### src/hw/rtl/bbps_pkg.sv
// Shared types and constants for the bounded byte pattern scan unit.
`timescale 1ns / 1ps
`default_nettype none

package bbps_pkg;

    // Result address field width, fixed by the item format.
    localparam int OUT_ADDR_W = 48;
    localparam int CFG_DATA_W = 64;
    localparam int CFG_IDX_W  = 3;
    localparam int PLEN_W     = 5;

    // Configuration register indices.
    typedef enum logic [CFG_IDX_W-1:0] {
        REG_START_ADDR    = 3'd0,
        REG_MIN_ADDR      = 3'd1,
        REG_MAX_ADDR      = 3'd2,
        REG_PATTERN_LOW   = 3'd3,
        REG_PATTERN_HIGH  = 3'd4,
        REG_PATTERN_LEN   = 3'd5,
        REG_SCAN_BACKWARD = 3'd6,
        REG_RESULT_OFFSET = 3'd7
    } cfg_reg_t;

    // Result status codes.
    localparam logic STATUS_FOUND     = 1'b0;
    localparam logic STATUS_NOT_FOUND = 1'b1;

    typedef struct packed {
        logic [7:0] mem_byte;
        logic       first_byte;
    } in_item_t;

    typedef struct packed {
        logic                  status;
        logic [OUT_ADDR_W-1:0] match_addr;
    } out_item_t;

endpackage

`default_nettype wire

### src/hw/rtl/bbps_core.sv
// Scan state, byte window, bounds check and pattern compare for one item.
`timescale 1ns / 1ps
`default_nettype none

module bbps_core
    import bbps_pkg::*;
#(
    parameter int PATTERN_MAX = 16,
    parameter int ADDR_BITS   = 48
)(
    input  wire logic                  clk,
    input  wire logic                  rst_n,
    input  wire logic                  step,
    input  wire in_item_t              item,
    input  wire logic [ADDR_BITS-1:0]  start_addr,
    input  wire logic [ADDR_BITS-1:0]  min_addr,
    input  wire logic [ADDR_BITS-1:0]  max_addr,
    input  wire logic [63:0]           pattern_low,
    input  wire logic [63:0]           pattern_high,
    input  wire logic [PLEN_W-1:0]     pattern_len,
    input  wire logic                  scan_backward,
    input  wire logic signed [31:0]    result_offset,
    output logic                       res_valid,
    output out_item_t                  res_item
);

    localparam int FW = $clog2(PATTERN_MAX + 1);
    localparam int IW = (PATTERN_MAX > 1) ? $clog2(PATTERN_MAX) : 1;

    logic [7:0]           window_reg  [PATTERN_MAX];
    logic [7:0]           window_next [PATTERN_MAX];
    logic [ADDR_BITS-1:0] scan_addr_reg, scan_addr_next;
    logic [FW-1:0]        fill_reg, fill_next;
    logic                 finished_reg, finished_next;

    logic [7:0]           win_new [PATTERN_MAX];
    logic [FW-1:0]        fill_base, fill_new, eff_len, len_m1, idx;
    logic [ADDR_BITS-1:0] addr_base, max_lim, sum_addr;
    logic                 fin_base, out_of_bounds, match;
    logic [127:0]         pat_all;
    logic signed [63:0]   off_ext;

    always_comb
    begin
        // The effective length clamps zero up to one and large values to the window depth.
        if (pattern_len == '0)
        begin
            eff_len = FW'(1);
        end
        else if (pattern_len > PLEN_W'(PATTERN_MAX))
        begin
            eff_len = FW'(PATTERN_MAX);
        end
        else
        begin
            eff_len = FW'(pattern_len);
        end
        len_m1 = eff_len - FW'(1);

        // A first byte restarts the scan before the byte itself is taken in.
        fin_base  = item.first_byte ? 1'b0 : finished_reg;
        fill_base = item.first_byte ? '0 : fill_reg;
        addr_base = item.first_byte ? start_addr : scan_addr_reg;

        win_new[0] = item.mem_byte;
        for (int k = 1; k < PATTERN_MAX; k++)
        begin
            win_new[k] = item.first_byte ? 8'h00 : window_reg[k-1];
        end
        fill_new = (fill_base < FW'(PATTERN_MAX)) ? fill_base + FW'(1) : fill_base;

        max_lim       = max_addr - ADDR_BITS'(eff_len);
        out_of_bounds = (max_addr < ADDR_BITS'(eff_len)) || (addr_base < min_addr)
                        || (addr_base > max_lim);

        pat_all = {pattern_high, pattern_low};
        match   = 1'b1;
        idx     = '0;
        for (int i = 0; i < PATTERN_MAX; i++)
        begin
            idx = len_m1 - FW'(i);
            if (FW'(i) < eff_len)
            begin
                if (scan_backward)
                begin
                    if (win_new[i] != pat_all[8*i +: 8])
                    begin
                        match = 1'b0;
                    end
                end
                else
                begin
                    if (win_new[idx[IW-1:0]] != pat_all[8*i +: 8])
                    begin
                        match = 1'b0;
                    end
                end
            end
        end

        off_ext  = 64'(result_offset);
        sum_addr = addr_base + off_ext[ADDR_BITS-1:0];

        window_next    = window_reg;
        scan_addr_next = scan_addr_reg;
        fill_next      = fill_reg;
        finished_next  = finished_reg;
        res_valid      = 1'b0;
        res_item       = '{status: STATUS_NOT_FOUND, match_addr: '0};

        if (step)
        begin
            finished_next  = fin_base;
            fill_next      = fill_base;
            scan_addr_next = addr_base;
            if (!fin_base)
            begin
                window_next = win_new;
                fill_next   = fill_new;
                if (fill_new >= eff_len)
                begin
                    if (out_of_bounds)
                    begin
                        finished_next = 1'b1;
                        res_valid     = 1'b1;
                    end
                    else if (match)
                    begin
                        finished_next       = 1'b1;
                        res_valid           = 1'b1;
                        res_item.status     = STATUS_FOUND;
                        res_item.match_addr = OUT_ADDR_W'(sum_addr);
                    end
                    else
                    begin
                        scan_addr_next = scan_backward ? addr_base - ADDR_BITS'(1)
                                                       : addr_base + ADDR_BITS'(1);
                    end
                end
            end
        end
    end

    always_ff @(posedge clk or negedge rst_n)
    begin
        if (!rst_n)
        begin
            for (int k = 0; k < PATTERN_MAX; k++)
            begin
                window_reg[k] <= 8'h00;
            end
            scan_addr_reg <= '0;
            fill_reg      <= '0;
            finished_reg  <= 1'b1;
        end
        else
        begin
            window_reg    <= window_next;
            scan_addr_reg <= scan_addr_next;
            fill_reg      <= fill_next;
            finished_reg  <= finished_next;
        end
    end

    // Any result closes the scan.
    assert property (@(posedge clk) disable iff (!rst_n)
        (step && res_valid) |=> finished_reg)
        else $error("scan still open after a result");

    // The fill count saturates at the window depth.
    assert property (@(posedge clk) disable iff (!rst_n)
        fill_reg <= FW'(PATTERN_MAX))
        else $error("fill count beyond window depth");

endmodule

`default_nettype wire

### src/hw/rtl/bbps_outq.sv
// Two-entry result queue: output register plus skid register.
`timescale 1ns / 1ps
`default_nettype none

module bbps_outq
    import bbps_pkg::*;
(
    input  wire logic      clk,
    input  wire logic      rst_n,
    input  wire logic      push,
    input  wire out_item_t push_item,
    output logic           full,
    output logic           out_valid,
    input  wire logic      out_stall,
    output out_item_t      out_item
);

    logic      head_valid_reg, head_valid_next;
    logic      skid_valid_reg, skid_valid_next;
    out_item_t head_reg, head_next;
    out_item_t skid_reg, skid_next;
    logic      pop;

    assign pop       = head_valid_reg && !out_stall;
    assign full      = skid_valid_reg;
    assign out_valid = head_valid_reg;
    assign out_item  = head_reg;

    always_comb
    begin
        head_valid_next = head_valid_reg;
        skid_valid_next = skid_valid_reg;
        head_next       = head_reg;
        skid_next       = skid_reg;
        if (pop)
        begin
            if (skid_valid_reg)
            begin
                head_next       = skid_reg;
                skid_next       = push_item;
                skid_valid_next = push;
            end
            else
            begin
                head_next       = push_item;
                head_valid_next = push;
            end
        end
        else if (push)
        begin
            if (!head_valid_reg)
            begin
                head_next       = push_item;
                head_valid_next = 1'b1;
            end
            else
            begin
                skid_next       = push_item;
                skid_valid_next = 1'b1;
            end
        end
    end

    always_ff @(posedge clk or negedge rst_n)
    begin
        if (!rst_n)
        begin
            head_valid_reg <= 1'b0;
            skid_valid_reg <= 1'b0;
        end
        else
        begin
            head_valid_reg <= head_valid_next;
            skid_valid_reg <= skid_valid_next;
        end
    end

    always_ff @(posedge clk)
    begin
        head_reg <= head_next;
        skid_reg <= skid_next;
    end

    // The skid entry is only ever filled behind a waiting head.
    assert property (@(posedge clk) disable iff (!rst_n)
        skid_valid_reg |-> head_valid_reg)
        else $error("skid entry held without head entry");

    // A push into a full queue would drop a result.
    assert property (@(posedge clk) disable iff (!rst_n)
        (push && full) |-> pop)
        else $error("result pushed into full queue");

endmodule

`default_nettype wire

### src/hw/rtl/bounded_byte_pattern_scan_unit.sv
// Top level of the bounded byte pattern scan unit.
//
//  Channel  | Direction | Handshake          | Payload
//  ---------+-----------+--------------------+-------------------------------
//  in       | into unit | in_valid/in_stall  | in_item: mem_byte, first_byte
//  out      | from unit | out_valid/out_stall| out_item: status, match_addr
//  cfg      | into unit | cfg_wr_en          | cfg_index, cfg_data
//
// An item is registered on acceptance and processed once the result queue has room;
// a result, if any, is pushed into that queue and appears on out_valid from its head.
// One item per cycle is taken as long as the two-entry result queue has room;
// the compare of the window against the pattern is a single parallel stage.
// When two results wait downstream, in_stall rises while an item is held.
// Reset clears the window and leaves the unit idle until a first byte arrives.
`timescale 1ns / 1ps
`default_nettype none

module bounded_byte_pattern_scan_unit
    import bbps_pkg::*;
#(
    parameter int PATTERN_MAX = 16,
    parameter int ADDR_BITS   = 48
)(
    input  wire logic                  clk,
    input  wire logic                  rst_n,
    input  wire logic                  in_valid,
    output logic                       in_stall,
    input  wire in_item_t              in_item,
    output logic                       out_valid,
    input  wire logic                  out_stall,
    output out_item_t                  out_item,
    input  wire logic                  cfg_wr_en,
    input  wire logic [CFG_IDX_W-1:0]  cfg_index,
    input  wire logic [CFG_DATA_W-1:0] cfg_data
);

    // Configuration registers.
    logic [ADDR_BITS-1:0] start_addr_reg, min_addr_reg, max_addr_reg;
    logic [63:0]          pattern_low_reg, pattern_high_reg;
    logic [PLEN_W-1:0]    pattern_len_reg;
    logic                 scan_backward_reg;
    logic signed [31:0]   result_offset_reg;

    // Input register stage.
    logic     s1_valid_reg, s1_valid_next;
    in_item_t s1_item_reg;

    logic      accept, step, q_full, res_valid;
    out_item_t res_item;

    always_ff @(posedge clk or negedge rst_n)
    begin
        if (!rst_n)
        begin
            start_addr_reg    <= '0;
            min_addr_reg      <= '0;
            max_addr_reg      <= '0;
            pattern_low_reg   <= '0;
            pattern_high_reg  <= '0;
            pattern_len_reg   <= PLEN_W'(1);
            scan_backward_reg <= 1'b0;
            result_offset_reg <= '0;
        end
        else if (cfg_wr_en)
        begin
            case (cfg_reg_t'(cfg_index))
                REG_START_ADDR:    start_addr_reg    <= cfg_data[ADDR_BITS-1:0];
                REG_MIN_ADDR:      min_addr_reg      <= cfg_data[ADDR_BITS-1:0];
                REG_MAX_ADDR:      max_addr_reg      <= cfg_data[ADDR_BITS-1:0];
                REG_PATTERN_LOW:   pattern_low_reg   <= cfg_data;
                REG_PATTERN_HIGH:  pattern_high_reg  <= cfg_data;
                REG_PATTERN_LEN:   pattern_len_reg   <= cfg_data[PLEN_W-1:0];
                REG_SCAN_BACKWARD: scan_backward_reg <= cfg_data[0];
                REG_RESULT_OFFSET: result_offset_reg <= $signed(cfg_data[31:0]);
                default:           ;
            endcase
        end
    end

    // The held item moves on whenever the result queue can take a result; the
    // input stalls only while an item is held and the queue is full.
    assign step     = s1_valid_reg && !q_full;
    assign in_stall = s1_valid_reg && q_full;
    assign accept   = in_valid && !in_stall;

    always_comb
    begin
        if (accept)
        begin
            s1_valid_next = 1'b1;
        end
        else if (step)
        begin
            s1_valid_next = 1'b0;
        end
        else
        begin
            s1_valid_next = s1_valid_reg;
        end
    end

    always_ff @(posedge clk or negedge rst_n)
    begin
        if (!rst_n)
        begin
            s1_valid_reg <= 1'b0;
        end
        else
        begin
            s1_valid_reg <= s1_valid_next;
        end
    end

    always_ff @(posedge clk)
    begin
        if (accept)
        begin
            s1_item_reg <= in_item;
        end
    end

    bbps_core #(
        .PATTERN_MAX (PATTERN_MAX),
        .ADDR_BITS   (ADDR_BITS)
    ) u_core (
        .clk           (clk),
        .rst_n         (rst_n),
        .step          (step),
        .item          (s1_item_reg),
        .start_addr    (start_addr_reg),
        .min_addr      (min_addr_reg),
        .max_addr      (max_addr_reg),
        .pattern_low   (pattern_low_reg),
        .pattern_high  (pattern_high_reg),
        .pattern_len   (pattern_len_reg),
        .scan_backward (scan_backward_reg),
        .result_offset (result_offset_reg),
        .res_valid     (res_valid),
        .res_item      (res_item)
    );

    bbps_outq u_outq (
        .clk       (clk),
        .rst_n     (rst_n),
        .push      (res_valid),
        .push_item (res_item),
        .full      (q_full),
        .out_valid (out_valid),
        .out_stall (out_stall),
        .out_item  (out_item)
    );

    // A held item that cannot move on must still be held in the next cycle.
    assert property (@(posedge clk) disable iff (!rst_n)
        (s1_valid_reg && !step) |=> (s1_valid_reg && $stable(s1_item_reg)))
        else $error("held item lost while queue full");

endmodule

`default_nettype wire
### config.mk
export PLATFORM = sky130hd
export DESIGN_NAME = bounded_byte_pattern_scan_unit
export DESIGN_NICKNAME = d
export VERILOG_FILES = /design/src/hw/rtl/bbps_pkg.sv /design/src/hw/rtl/bbps_core.sv /design/src/hw/rtl/bbps_outq.sv /design/src/hw/rtl/bounded_byte_pattern_scan_unit.sv
export SDC_FILE = /design/constraint.sdc
export NUM_CORES = 2
export LEC_CHECK = 0
export BUFFER_PORTS_ARGS = -buffer_cell sky130_fd_sc_hd__buf_2
export CORE_ASPECT_RATIO = 2
export CORE_MARGIN = 5
export CORE_UTILIZATION = 60
export DETAILED_ROUTE_END_ITERATION = 8
export GPL_TIMING_DRIVEN = 0
export HOLD_SLACK_MARGIN = 0.15
export PLACE_DENSITY_LB_ADDON = 0.25
export SYNTH_ARGS = -nofsm -noshare
export SYNTH_HDL_FRONTEND = slang
export SYNTH_HIERARCHICAL = 1
export SYNTH_SLANG_ARGS = --single-unit
### constraint.sdc
create_clock -name clk -period 10.5 [get_ports clk]
set_input_delay 3.15 -clock clk [delete_from_list [all_inputs] [get_ports clk]]
set_output_delay 3.15 -clock clk [all_outputs]
set_load 0.05 [all_outputs]
==> results of run 1 <==
per-layer routing:
layer,overflow,GRT usage [%]
met1,0,54.8
met2,11,86.0
met3,0,26.1
met4,8,66.7
met5,0,0.689
repair_timing:
item | in CTS
gates resized for setup | 4
endpoints found under the setup margin | 230
cloned | 0
pin swaps | 1
endpoints found under the hold margin | 0
buffers inserted | 2
stage by stage:
step / cells / hold slack [ps] / worst slack (ps) / setup TNS [ps] / area, µm²
2_1_floorplan: 4016 / 442 / 1240 / 0 / 43900
3_3_place_gp: 5070 / 455 / -3460 / -1957190 / 45700
3_5_place_dp: 5081 / 463 / -1090 / -118960 / 46000
4_1_cts: 5179 / 477 / 155 / 0 / 47800
kinds of logic after synthesis:
logic type | synth area share, %
flops | 35.1
compound gates | 11.1
simple gates | 10.8
fa+ha+maj | 5.96
mux | 25.7
buf+inv | 3.47
xor+xnor | 7.88
synth_stat cells, drive strengths merged, types with 68 or more instances:
master / n
nor2: 209
clkbuf: 92
nor3: 68
buf: 129
inv: 110
o21ai: 150
a21oi: 188
ha: 204
nand2: 222
xor2: 125
mux2i: 155
a21o: 89
nor2b: 147
mux4: 165
mux2: 512
dfrtp: 485
edfxtp: 107
xnor2: 262
==> results.txt, run 1 <==
- The run stopped with a tool error.
- It got as far as global routing and failed there.
* Error that halted the flow: [ERROR GRT-0116] Global routing finished with congestion. Check the congestion regions in the DRC Viewer.
- The root buffer cell chosen for the clock tree is sky130_fd_sc_hd__clkbuf_16.
- Measured along the x axis, the die boundary spans 201 µm.
- Counting flops with a built-in enable in the synthesized netlist gives 107.
- Synthesized instance count: 4016
- Area fraction of the dominant cell type after synthesis: about 28%
- For this design the top-level I/O count stands at 132.
* Synthesized area divided by synthesized cell count: approximately 11 µm²
* Tot GR Track Use: 57.8%
- Maximum number of pins on one net before global-route repair: 123
* Top FF cell, synth: sky130_fd_sc_hd__dfrtp_1
* Flop and latch count out of synthesis: 594
- Total gr overflow: 19
- Sequential elements use between 30% and 40% of the synthesized area.
- TritonCTS buffer count: 52
- For this configuration, the core starts out at a cell density of between 60% and 70%.
* Detailed placer's ending HPWL: 162 mm
- Number of buffers inserted for hold repair after clock tree synthesis: 0
* Area leader, netlist: sky130_fd_sc_hd__dfrtp_1
* Cells taking the most area after synthesis: sky130_fd_sc_hd__dfrtp_1 28%, sky130_fd_sc_hd__mux2_2 10%, sky130_fd_sc_hd__mux4_2 8.5%
- During synthesis, Yosys emitted a total of 6 warnings.
- Counting flops with an async set or reset pin after synthesis yields a share of 82.0%.
* Num Clock Sinks: 594
* Die height: 392 µm
* Gp weighted congestion: 1.18
- Post-synthesis net count: approximately 4300
* Input/output buffers: 131
* Maximum clock path buffer count: 3
- Number of placement rows: 140
- The H-tree generated during clock tree synthesis spans 2 levels.
- Number of global-route vias before repair: 42700
- In this run the cell area of the synthesized design comes to 0.0439 mm².
- The number of different library cells used by synthesis comes to 95.
- The first global-routing pass estimated 323 mm of wire.
==> run 2, diff against run 1 <==
--- a/config.mk
+++ b/config.mk
@@ -6,13 +6,11 @@
 export NUM_CORES = 2
 export LEC_CHECK = 0
 export BUFFER_PORTS_ARGS = -buffer_cell sky130_fd_sc_hd__buf_2
-export CORE_ASPECT_RATIO = 2
 export CORE_MARGIN = 5
-export CORE_UTILIZATION = 60
+export CORE_UTILIZATION = 40
 export DETAILED_ROUTE_END_ITERATION = 8
 export GPL_TIMING_DRIVEN = 0
-export HOLD_SLACK_MARGIN = 0.15
-export PLACE_DENSITY_LB_ADDON = 0.25
+export PLACE_DENSITY_LB_ADDON = 0.15
 export SYNTH_ARGS = -nofsm -noshare
 export SYNTH_HDL_FRONTEND = slang
 export SYNTH_HIERARCHICAL = 1
==> results.txt, run 2 <==
- Summed over all layers, the routed wires come to 187 mm.
- XOR/XNOR share of the synthesized area: 7.88% (unchanged)
- Min-Delay Endpoint: u_core/window_reg[33]
- The post-synthesis adder-cell area fraction was 5.95% (unchanged).
- Detailed placer's ending HPWL: 145 mm (-11%)
- Number of global-route vias before repair: 34500
* Synthesized-area fraction occupied by ao, oa, aoi and oai cells: 11.1% (unchanged)
- Max-slew violation count: between 60 and 70
* Met1 Routed Length: approximately 80 mm
- Violations in the final reports: max-capacitance violations, max-slew violations
* Warnings from Yosys: 6 (unchanged)
- Highest routing layer actually used: met5
* Post-detailed-route wirelength per cell: between 30 and 40 µm
- The detailed router finished its first iteration with 4282 violations.
- On the critical path, the stage with the largest delay is an instance of sky130_fd_sc_hd__clkbuf_1.
- Area fraction of the dominant cell type after synthesis: 27.7% (unchanged)
* Root Driver: sky130_fd_sc_hd__clkbuf_16
- TritonCTS clock tree: yes
- Dividing the final minimum period by the clock period gives a little over nine tenths.
* Largest family of logic cells by synthesized area: multiplexers
- Max Freq: 0.0971 GHz
* CP startpoint kind: flop
- The mux share of post-synthesis cell area was 25.7% (unchanged).
* Number of antenna-violating nets in the routed design: 0
- The tool flagged a number of max-cap violations equal to 9.
* Worst Tran Pin Value: 1620 ps
- Share of async-settable or async-resettable flops after synthesis: 82.0% (unchanged)
* Area leader, netlist: sky130_fd_sc_hd__dfrtp_1
* Maximum number of pins on one net before global-route repair: 115
- Clock latency on the worst-skew pair: just under 700 ps
- Summed instance area of the synthesized netlist: 0.0439 mm² (unchanged)
- Number of instances in the placed design: 5570 (+9.6%)
- Most repeated library cell on the critical path: sky130_fd_sc_hd__buf_2
- Worst hold-check path type: reg -> reg
- From synthesis to final layout, the design area changed by 12.6%.
- For this run, the post-layout net count is 4522.
- Count of filler cells inserted in the layout: 10300
* Crit path arrival time: approximately 11000 ps
* Max-slew headroom at the worst pin: -7.94%
- Cell Pwr Density: 272 mW/mm²
- Setup repair after global routing left no endpoint under its margin.
* Max FFs per register: 120
* Count of placed standard cells in the final layout, fillers left out: 5719
- Critical path fanouts, max: 26
- The weighted congestion reported at the end of routability-driven placement is 1.04 (-11%).
- Input/output buffers: 131 (unchanged)
- Num Clock Sinks: 594 (unchanged)
- Across the VDD grid, the largest voltage drop is 0.140 mV.
* Flop and latch count out of synthesis: 594 (unchanged)
* Maximum clock path buffer count: 3 (unchanged)
- Number of failing setup endpoints in the final timing report: 0
- Number of placement rows: 121 (-14%)
* Clock skew after layout: 43.7 ps
- In the final layout, flip-flops and latches occupy between 0.015 and 0.02 mm².
- The routed design uses 21.0 mm of met3 wire.
* Synthesized instance count: 4016 (unchanged)
* Number of antenna violations at the first check in global routing: 13
- Cell variety after synth: 95 (unchanged)
- In the routed design, unresolved DRC markers number 0.
- Number of levels in the clock H-tree: 3 (+1)
* Top FF cell, synth: sky130_fd_sc_hd__dfrtp_1
- sky130_fd_sc_hd__dfrtp_1 is the most common cell in the netlist.
- The worst setup path is captured at a flop.
- Cell depth of the worst min-delay path: 2
- The fraction of the yosys area taken by sequential cells came to 35.1% (unchanged).
* Leading cell types in the layout, fill and taps excluded: 484 x sky130_fd_sc_hd__dfrtp_1, 399 x sky130_fd_sc_hd__mux2_2, 253 x sky130_fd_sc_hd__xnor2_1
* Final-report hold violation count: 0
* Width of the die: 341 µm (+70%)
* DR vias/cell: about 6.3
- Tot GR Track Use: 31.2%
- The number of buffers created by CTS is 76 (+46%).
- The number of nets produced by synthesis is 4304 (unchanged).
- Final critical path time including I/O delays and setup: 10300 ps
- On the worst path, the slowest cell contributes a delay of 820 ps.
- Reg2Reg Depth: 25
- Summing all multi-input logic gate instances after layout gives 0.0270 mm².
- The pre-antenna-repair detailed-routing pass consisted of 5 iterations.
* Fraction of layout cells with a size suffix above 1: 24.7%
- The run finished, with violations left.
* Crit Path Class: reg -> reg
* Core footprint: ~0.11 mm²
* Synthesized area divided by synthesized cell count: 10.9 µm² (unchanged)
* R2R setup slack: 200 ps
* First-pass GRT wire length: 261 mm
- Critical path data required time: roughly 11000 ps
* Cells taking the most area after synthesis: sky130_fd_sc_hd__dfrtp_1 28%, sky130_fd_sc_hd__mux2_2 10%, sky130_fd_sc_hd__mux4_2 8.5%
- Beginning of the worst register-to-register path: pattern_len_reg[4]
- The basic-gate share of the synthesized area counting and, or, nand and nor cells is 10.8% (unchanged).
* EDFF count, synth: 107 (unchanged)
- After clock tree synthesis, the clock-pin slew on the worst setup and hold paths is 60 ps.
- Die height: 341 µm (-13%)
- The number of I/O pins is 132 (unchanged).
- Design Power: 13400 µW
* Die area: 0.116 mm²
- Leaving out fill and tap cells, the most frequent cell in the layout is sky130_fd_sc_hd__dfrtp_1.
- Reg2Reg Capture Point: u_outq/out_item[38]
* WL met2: 76.0 mm
- Via count of the routed design: between 30000 and 40000
- Reported leakage power: 0.0208 µW
- The effective utilization at floorplan came to 40.3% (-20 points).
* Total gr overflow: 0
* Hold path startpoint: u_core/window_reg[33]
- Most frequent cells after synthesis: 485 x sky130_fd_sc_hd__dfrtp_1, 399 x sky130_fd_sc_hd__mux2_2, 253 x sky130_fd_sc_hd__xnor2_1
-- run 2: cell counts after synthesis --
Identical to the previous run, type by type.
-- run 2: through the flow --
stage                     setup TNS (ps)  setup slack [ps]  hold slack, ps  area, µm²  util, %
after floorplan                        0              1240             442      43900        -
after global placement          -2488950             -4430             454      46300     42.5
after detailed placement         -148880             -1020             463      46600     42.8
after CTS                              0               311             474      49300     45.3
after global routing                   0              35.9             500      49400     45.4
final                                  0               203             472      49400     45.4
-- run 2: logic make-up (layout without fill, tap and decap cells) --
kind of cell | count (synthesis) | after routing
and+or+nand+nor | 922 | 922
muxes | 832 | 833
AOI/OAI and AO/OA | 743 | 743
DFF | 594 | 594
xor gates and xnor gates | 387 | 387
buffers and inverters | 331 | 608
adders and majority gates | 207 | 207
other | 0 | 11
-- run 2: metal layers --
layer	vias to the layer above	GRT usage, %
met5	-	0
met3	432	10.1
met4	8	13.2
met2	1982	44.3
met1	18100	43.6
li1	15400	-
-- run 2: critical path: cells and delay by family, from the launching register on --
kind | cells | cell delay, ps
AO/OA/AOI/OAI | 5 | 2110
XOR/XNOR | 2 | 450
adder cells (fa/ha/maj) | 1 | 580
buffers and inverters | 10 | 3850
flip-flops | 1 | 350
multiplexers | 4 | 1950
AND/OR/NAND/NOR | 3 | 620
-- run 2: worst max-delay path by stage --
stage | cells after the start | to | start
detailed placement | 38 | u_outq/out_item[42] | pattern_len_reg[4]
finish | 25 | u_outq/out_item[38] | pattern_len_reg[4]
global placement | 1 | result_offset_reg[1] | rst_n
global route | 32 | u_outq/out_item[46] | pattern_len_reg[4]
floorplan | 34 | u_outq/out_item[0] | pattern_len_reg[1]
CTS | 34 | u_outq/out_item[42] | pattern_len_reg[4]
-- run 2: cell type report --
cell class,instances,share of cell area [%]
sequential,594,31.2
tap,1414,3.58
timing repair buffer,142,1.81
buffer,218,2.24
multi-input combinational,3092,54.7
clock buffer,105,4.57
inverter,110,0.836
clock inverter,33,1.04
antenna,11,0.0557
-- run 2: what timing repair did --
item / in CTS / in global routing
pin swaps: 0 / 1
buffers inserted: 0 / 2
gates resized for setup: 2 / 2
hold buffers: 0 / 0
cloned: 0 / 1
setup endpoints to repair: 230 / 131
-- run 2: report_power, final --
group | internal, µW | switching [µW] | total [µW] | leakage, µW
logic | 2800 | 4300 | 7100 | 0.0124
clock network | 1790 | 1130 | 2920 | 0.00136
registers | 2880 | 547 | 3430 | 0.00706
(Power assumes the default switching activity.)
